--- src/sv/m3qs_pkg.sv ---
// Shared types and constants for the median-of-three quicksort block.
// No dependencies; used by the controller, the datapath and the top level.
package m3qs_pkg;

  // Default sizing of the block
  localparam int DEF_MAX_ITEMS   = 1024;
  localparam int DEF_DATA_WIDTH  = 32;
  localparam int DEF_STACK_DEPTH = 11;

  // Fixed port widths
  localparam int VALUE_W  = 32;
  localparam int COUNT_W  = 11;
  localparam int INDEX_W  = 10;
  localparam int STATUS_W = 2;

  // Item commands
  localparam logic CMD_LOAD = 1'b0;
  localparam logic CMD_READ = 1'b1;

  // Result status codes
  localparam logic [STATUS_W-1:0] ST_READ_OK   = 2'd0;
  localparam logic [STATUS_W-1:0] ST_SORT_DONE = 2'd1;
  localparam logic [STATUS_W-1:0] ST_RANGE     = 2'd2;
  localparam logic [STATUS_W-1:0] ST_FULL      = 2'd3;

  // Datapath operations issued by the controller, one per cycle
  typedef enum logic [4:0] {
    OP_IDLE,
    OP_NOP,
    OP_RD_OUT,
    OP_POP,
    OP_FINISH,
    OP_RD_LO,
    OP_RD_MID,
    OP_RD_HI,
    OP_CAP_HI,
    OP_SW_AM,
    OP_SW_AH,
    OP_SW_MH,
    OP_WR_LO,
    OP_WR_HI,
    OP_WR_MID,
    OP_P_RD,
    OP_P_CMP,
    OP_P_SW1,
    OP_P_SW2,
    OP_F_RD,
    OP_F_W1,
    OP_F_W2,
    OP_DEC,
    OP_I_RDK,
    OP_I_CAPX,
    OP_I_RDM,
    OP_I_CMP,
    OP_I_WR
  } op_t;

  // Datapath status seen by the controller
  typedef struct packed {
    logic start_sort;
    logic start_read;
    logic lo_lt_hi;
    logic sp_zero;
    logic j_eq_hi;
    logic rd_lt_pv;
    logic i_eq_j;
    logic need_ins;
    logic i_gt_ilo;
    logic rd_gt_x;
    logic j_eq_ihi;
  } stat_t;

endpackage

--- src/sv/m3qs_ctrl.sv ---
// Sequencer for the median-of-three quicksort block.
// Depends on m3qs_pkg for the operation codes and the status struct.
module m3qs_ctrl (
  input  logic            clk,
  input  logic            rst_n,
  input  m3qs_pkg::stat_t stat,
  output m3qs_pkg::op_t   op
);

  typedef enum logic [4:0] {
    S_IDLE,
    S_RD_OUT,
    S_TOP,
    S_RD_LO,
    S_RD_MID,
    S_RD_HI,
    S_CAP_HI,
    S_SW_AM,
    S_SW_AH,
    S_SW_MH,
    S_WR_LO,
    S_WR_HI,
    S_WR_MID,
    S_P_RD,
    S_P_CMP,
    S_P_SW1,
    S_P_SW2,
    S_F_W1,
    S_F_W2,
    S_DEC,
    S_I_RDK,
    S_I_CAPX,
    S_I_CHK,
    S_I_CMP,
    S_I_WR,
    S_FINISH
  } state_t;

  state_t state_r, state_nxt;

  always_comb begin
    state_nxt = state_r;
    op        = m3qs_pkg::OP_NOP;
    case (state_r)
      S_IDLE: begin
        op = m3qs_pkg::OP_IDLE;
        if (stat.start_sort) begin
          state_nxt = S_TOP;
        end else if (stat.start_read) begin
          state_nxt = S_RD_OUT;
        end
      end
      S_RD_OUT: begin
        op        = m3qs_pkg::OP_RD_OUT;
        state_nxt = S_IDLE;
      end
      S_TOP: begin
        if (stat.lo_lt_hi) begin
          state_nxt = S_RD_LO;
        end else if (stat.sp_zero) begin
          state_nxt = S_FINISH;
        end else begin
          op = m3qs_pkg::OP_POP;
        end
      end
      S_RD_LO: begin
        op        = m3qs_pkg::OP_RD_LO;
        state_nxt = S_RD_MID;
      end
      S_RD_MID: begin
        op        = m3qs_pkg::OP_RD_MID;
        state_nxt = S_RD_HI;
      end
      S_RD_HI: begin
        op        = m3qs_pkg::OP_RD_HI;
        state_nxt = S_CAP_HI;
      end
      S_CAP_HI: begin
        op        = m3qs_pkg::OP_CAP_HI;
        state_nxt = S_SW_AM;
      end
      S_SW_AM: begin
        op        = m3qs_pkg::OP_SW_AM;
        state_nxt = S_SW_AH;
      end
      S_SW_AH: begin
        op        = m3qs_pkg::OP_SW_AH;
        state_nxt = S_SW_MH;
      end
      S_SW_MH: begin
        op        = m3qs_pkg::OP_SW_MH;
        state_nxt = S_WR_LO;
      end
      S_WR_LO: begin
        op        = m3qs_pkg::OP_WR_LO;
        state_nxt = S_WR_HI;
      end
      S_WR_HI: begin
        op        = m3qs_pkg::OP_WR_HI;
        state_nxt = S_WR_MID;
      end
      S_WR_MID: begin
        op        = m3qs_pkg::OP_WR_MID;
        state_nxt = S_P_RD;
      end
      S_P_RD: begin
        // scan done: fetch the slot the pivot lands in
        if (stat.j_eq_hi) begin
          op        = m3qs_pkg::OP_F_RD;
          state_nxt = S_F_W1;
        end else begin
          op        = m3qs_pkg::OP_P_RD;
          state_nxt = S_P_CMP;
        end
      end
      S_P_CMP: begin
        op = m3qs_pkg::OP_P_CMP;
        if (stat.rd_lt_pv && !stat.i_eq_j) begin
          state_nxt = S_P_SW1;
        end else begin
          state_nxt = S_P_RD;
        end
      end
      S_P_SW1: begin
        op        = m3qs_pkg::OP_P_SW1;
        state_nxt = S_P_SW2;
      end
      S_P_SW2: begin
        op        = m3qs_pkg::OP_P_SW2;
        state_nxt = S_P_RD;
      end
      S_F_W1: begin
        op        = m3qs_pkg::OP_F_W1;
        state_nxt = S_F_W2;
      end
      S_F_W2: begin
        op        = m3qs_pkg::OP_F_W2;
        state_nxt = S_DEC;
      end
      S_DEC: begin
        op        = m3qs_pkg::OP_DEC;
        state_nxt = stat.need_ins ? S_I_RDK : S_TOP;
      end
      S_I_RDK: begin
        op        = m3qs_pkg::OP_I_RDK;
        state_nxt = S_I_CAPX;
      end
      S_I_CAPX: begin
        op        = m3qs_pkg::OP_I_CAPX;
        state_nxt = S_I_CHK;
      end
      S_I_CHK: begin
        if (stat.i_gt_ilo) begin
          op        = m3qs_pkg::OP_I_RDM;
          state_nxt = S_I_CMP;
        end else begin
          state_nxt = S_I_WR;
        end
      end
      S_I_CMP: begin
        op        = m3qs_pkg::OP_I_CMP;
        state_nxt = stat.rd_gt_x ? S_I_CHK : S_I_WR;
      end
      S_I_WR: begin
        op        = m3qs_pkg::OP_I_WR;
        state_nxt = stat.j_eq_ihi ? S_TOP : S_I_RDK;
      end
      S_FINISH: begin
        op        = m3qs_pkg::OP_FINISH;
        state_nxt = S_IDLE;
      end
      default: begin
        state_nxt = S_IDLE;
      end
    endcase
  end

  always_ff @(posedge clk) begin
    if (!rst_n) begin
      state_r <= S_IDLE;
    end else begin
      state_r <= state_nxt;
    end
  end

endmodule

--- config.mk ---
export PLATFORM = sky130hd
export DESIGN_NAME = m3qs_ctrl
export DESIGN_NICKNAME = d
export VERILOG_FILES = /design/src/sv/m3qs_pkg.sv /design/src/sv/m3qs_ctrl.sv
export SDC_FILE = /design/constraint.sdc
export NUM_CORES = 1
export LEC_CHECK = 0
export BUFFER_PORTS_ARGS = -buffer_cell sky130_fd_sc_hd__buf_4
export CAP_MARGIN = 10
export CORE_MARGIN = 5
export CORE_UTILIZATION = 57
export DETAILED_ROUTE_END_ITERATION = 6
export GPL_TIMING_DRIVEN = 0
export PLACE_DENSITY = 0.83
export SETUP_SLACK_MARGIN = 0.02
export SKIP_LAST_GASP = 1
export SLEW_MARGIN = 15
export SYNTH_ARGS = -nofsm -noshare
export SYNTH_HDL_FRONTEND = slang
export SYNTH_SLANG_ARGS = --single-unit
--- constraint.sdc ---
create_clock -name clk -period 4.9 [get_ports clk]
set_clock_uncertainty 0.05 [all_clocks]
set_input_delay 1.225 -clock clk [delete_from_list [all_inputs] [get_ports clk]]
set_output_delay 1.225 -clock clk [all_outputs]
set_load 0.005 [all_outputs]
== Word level (Yosys, flattened, before mapping) ==
Index checks and enable logic that the tools add are counted.
Widths: inputs -> output; s select.

* $add $sub $neg: 0
* $mul: 0
* Div/mod/pow operators: 0
* Magnitude comparators: 0
* Eq/ne operators: 27
* Shifts and indexed selects: 0
* Muxes and demuxes: 16
* Bitwise operators: 0
* Reduce and logical (&&, ||, !) cells: 5

{| class="wikitable"
|+ Operators with widths
! cell !! count
|-
| $pmux 5 s26 || 1
|-
| $pmux 5 s23 || 1
|-
| $eq 5x5->1 const B || 10
|-
| $mux 5 || 9
|-
| $eq 5x4->1 const B || 8
|-
| $eq 5x3->1 const B || 4
|-
| $eq 5x2->1 const B || 2
|-
| $mux 4 || 2
|-
| $mux 2 || 3
|-
| $ne 3x3->1 const B || 2
|-
| $eq 5x1->1 const B || 1
|-
| $logic_not 5->1 || 1
|-
| $reduce_and 2->1 || 1
|-
| $reduce_or 2->1 || 1
|-
| $logic_and 1x1->1 || 1
|-
| $logic_not 1->1 || 1
|}

* Flip-flop bits (word level): 5
* Bits in latches: 0
* Memory bits (writable): 0
* Bits in read-only memories: 0
* Input bits: 13
* Output and inout bits: 5
* Memories kept: 0

== Longest topological paths before layout ==
* Depth in word-level cells: 4
* Mapped depth: 7
* Depth with buffers taken out: 4

== Worst setup path after synthesis ==
OpenSTA, ideal clock, no wires.

* Path type: input to output
* From: input port stat[8] in the netlist's numbering
* To: output port op[1]
* Data arrival time: 2142 ps
* Data required time: 3625 ps
* Setup slack: 1483 ps
* Stages: 4
* Path buffers: 0
* Cells stage by stage: or4_1 > a211oi_1 > a21oi_1 > a21oi_1

* Word-level cells in the longest chain between the ends: 2

{| class="wikitable"
|+ Ends and longest elaborated chain
! element !! RTL line !! source
|-
| start: declaration || m3qs_ctrl.sv:6 || <nowiki>input m3qs_pkg::stat_t stat,</nowiki>
|-
| $mux 2 || m3qs_ctrl.sv:58 || <nowiki>if (stat.lo_lt_hi) begin</nowiki>
|-
| $pmux 5 s26 || m3qs_ctrl.sv:44 || <nowiki>case (state_r)</nowiki>
|-
| end: declaration || m3qs_ctrl.sv:7 || <nowiki>output m3qs_pkg::op_t op</nowiki>
|}

Every way passes these cells.

== Worst setup path after layout ==
Ends and elaborated chain as after synthesis.

==> impl_summary.md <==
Timing
For the pin with the worst max-slew slack, the measured transition is 0.4998 ns. The count of final hold-check violations is 0. The count of pins over their slew limit came to 0. The tightest slew margin relative to the limit is 0.6661. The maximum achievable frequency is 265.4 MHz. The final critical delay including setup and external delays is roughly 3.8 ns. The sum of negative setup slack is 0 ns. Setup repair after global routing left no endpoint under its margin. Of the available clock period, the critical path in the final layout requires 0.7690. Setup violations remaining at the end of the flow were counted as 0.

Global route
The largest net degree at the start of global routing is 11. The met1 usage in global routing is 0.3355. The global-route wire length before repair is 4084 um. In the global route stage, met3 resource usage came out at 0.07143. The met2 global-route usage is 0.3958. The via count of the first global-routing pass came to 926.

After global routing the overflow that remains totals 0. The routing layer with the top usage in global route is met2. The initial antenna violation count is 0. The total routing usage reported by global routing is 0.2517.

Final layout
The most common library cell in the layout ignoring fill and taps is buf_4. The share of layout cells above drive strength 1 is 0.2466. The number of non-filler instances in the completed layout is 161.

The largest registers in the layout are state_r x5. The register with the most flip-flops is state_r. The final layout contains 160 nets. The flip-flop count of the largest register, all copies and words added is 5. In the layout the commonest cells are buf_4 (18), nand2_1 (12), buf_2 (11), o21ai_0 (11), nor2_1 (11). Compared with the post-synthesis result, the final layout area differs by 20.97%. 0 antenna diodes ended up in the layout. Measured on the finished design, the core utilization comes to 0.7467.

Critical path
In this run the critical register-to-register path is launched from state_r[2]$_SDFFE_PN0P_. The arrival time of the worst setup path is 2.49 ns. The critical path goes through buf_4 -> or4_1 -> a211oi_1 -> a21oi_1 -> a21oi_1 -> buf_4. For this design, the slowest cell found on the critical path is or4_1. The category of the most critical setup path is in -> out. On the worst path, the slowest cell contributes a delay of 0.51 ns.

The cell count of the worst reg-to-reg path is 5. The endpoint identified for the worst register-to-register timing path is state_r[3]$_SDFFE_PN0P_. The element type at the critical path start is an input pin. The worst setup path is captured at a primary output.

The data required time of the critical path is 3.62 ns. Across all register-to-register paths, the minimum setup slack is 3.28 ns. Of all nets on the critical path, the largest fanout is 4.

Clocking
The clock-pin slew on the worst setup and hold paths is roughly 0.040 ns. The number of levels the H-tree was split into is 1. The maximum root-to-sink buffer count is 2. The number of buffers inserted by hold repair at cts is 0. The cell sitting at the root of the clock tree is a clkbuf_4.

At the later pin of the worst-skew pair, clock insertion delay measures 0.24 ns. Counting the buffers created by CTS gives 3. The post-cts gate resize count is 0. TritonCTS built the clock tree. The number of buffers inserted to repair setup after CTS is 0. Clock tree synthesis found a total of 5 sinks.

Die
The core region is 1334 sq um. The starting utilization of the core area is 0.6173. From left edge to right edge, the die measures a little under 50 um. The die area is roughly 2300 sq um. The cell row count is 13.

The number of ports placed on the die boundary is 18. The height of the chip is 48.01 um.

Synthesis
The netlist area before placement is 823.3 sq um. In this run the mean area of a mapped cell was 6.586 sq um. In the synthesized netlist the async set-or-reset flop fraction comes to 0.

The most used flip-flop cell after synthesis is dfxtp_1. Counting every net in the synthesized netlist gives 138. The number of enable flip-flop cells after synthesis is 0.

The count of warnings emitted by yosys is 0. In this run, synthesis produced a sequential element count of 5. The post-synthesis cell type count is slightly above 40. The largest area contributor in the netlist is dfxtp_1. Counting every instance in the synthesized netlist gives 125. By area the synthesized netlist is led by dfxtp_1 (12%), buf_2 (6.7%), o21ai_0 (6.7%), nand2_1 (5.5%), nor2_1 (5.0%). The area share of the largest cell type after synthesis is 0.1216. Of the synthesized area, sequential elements account for 0.1216.

Routing
In the routed design, unresolved DRC markers number 0. The total number of vias is 1115. After the first detailed-routing iteration, the DRC count stood at 79.

In the final routed layout, each cell accounts on average for ~17 um. After detailed routing, the total wire length is about 2700 um. The antenna violation net count after detailed routing is 0.

The pre-antenna-repair detailed-routing pass consisted of 5 iterations. In the routed layout, each cell is associated on average with a via count of 6.925.

Min path
The worst hold path passes through 4 cells. The start point of the worst hold path is state_r[1]$_SDFFE_PN0P_. The worst hold path class is reg -> reg. The worst-case hold path end point is state_r[3]$_SDFFE_PN0P_.

Outcome
The flow ran to the end, and the final reports show no timing, DRC or antenna violations.

Placement
The detailed placement HPWL is 2004 um. The post-placement cell count is 157. At the end of routability-driven placement, the weighted congestion stood at 0.9494. The number of input and output port buffers inserted is 17.

Power
The peak supply drop is 291.6 uV. The total leakage power is just under 0.4 nW. The areal power density over the cells is 539.1 nW/um^2.

Flow run
The tool flagged a number of max-cap violations equal to 0.
==> synth_stat cells, types with 3 or more instances <==
| cell type | count |
|---|---|
| nand2_1 | 12 |
| a21oi_1 | 7 |
| nand2b_1 | 4 |
| a211oi_1 | 3 |
| o22ai_1 | 3 |
| nor2_1 | 11 |
| nand3_1 | 5 |
| nor4_1 | 3 |
| buf_2 | 11 |
| nor2b_1 | 3 |
| a31oi_1 | 4 |
| dfxtp_1 | 5 |
| o21ai_0 | 11 |
| inv_1 | 3 |
==> metrics by stage <==
step	worst slack [ns]	power (mW)	instance area, sq um	hold slack [ns]
after floorplan	1.483	0.3540	823.3	0.5928
after global placement	1.152	0.4717	969.7	0.6920
after detailed placement	1.166	0.4738	969.7	0.6795
after CTS	1.149	0.5252	996.0	0.6983
after global routing	1.055	0.5762	996.0	0.7562
final	1.132	0.5369	996.0	0.7512
==> area by class of cell <==
class / count / area [sq um]
Buffer: 14 / 70.07
Clock buffer: 4 / 26.28
Fill cell: 118 / 337.8
Inverter: 3 / 11.26
Multi-Input combinational cell: 103 / 641.9
Sequential cell: 5 / 100.1
Tap cell: 15 / 18.77
Timing Repair Buffer: 17 / 127.6
==> how the worst max path moves through the flow <==
stage / startpoint / to / depth (start not counted)
6_report: stat[8] / op[1] / 6
5_1_grt: stat[8] / op[1] / 6
4_1_cts: stat[8] / op[1] / 6
3_5_place_dp: stat[8] / op[1] / 6
3_3_place_gp: stat[8] / op[1] / 6
2_1_floorplan: stat[8] / op[1] / 4
==> layer usage <==
metal  up-vias  part of all wire
li1        523                 -
met1       494              0.41
met2        92              0.45
met3         6              0.13
met4         0             0.015
met5         -                 0
==> where the power goes <==
part	switching, mW	internal, mW
Combinational	0.253	0.172
Clock	0.0167	0.0308
Sequential	0.00914	0.0554
Total	0.279	0.258
==> critical path, delay by kind of cell <==
kind / cells / cell delay (ns)
buf+inv: 2 / 0.24
compound gates: 3 / 0.51
simple gates: 1 / 0.51
==> cells by family after synthesis <==
logic type,after synthesis,share of synthesized area
buffers and inverters,17,0.09879
XOR/XNOR,1,0.01064
AO/OA/AOI/OAI,52,0.4483
flip-flops,5,0.1216
AND/OR/NAND/NOR,50,0.3207
No activity file was read; power rests on OpenSTA's default activity.
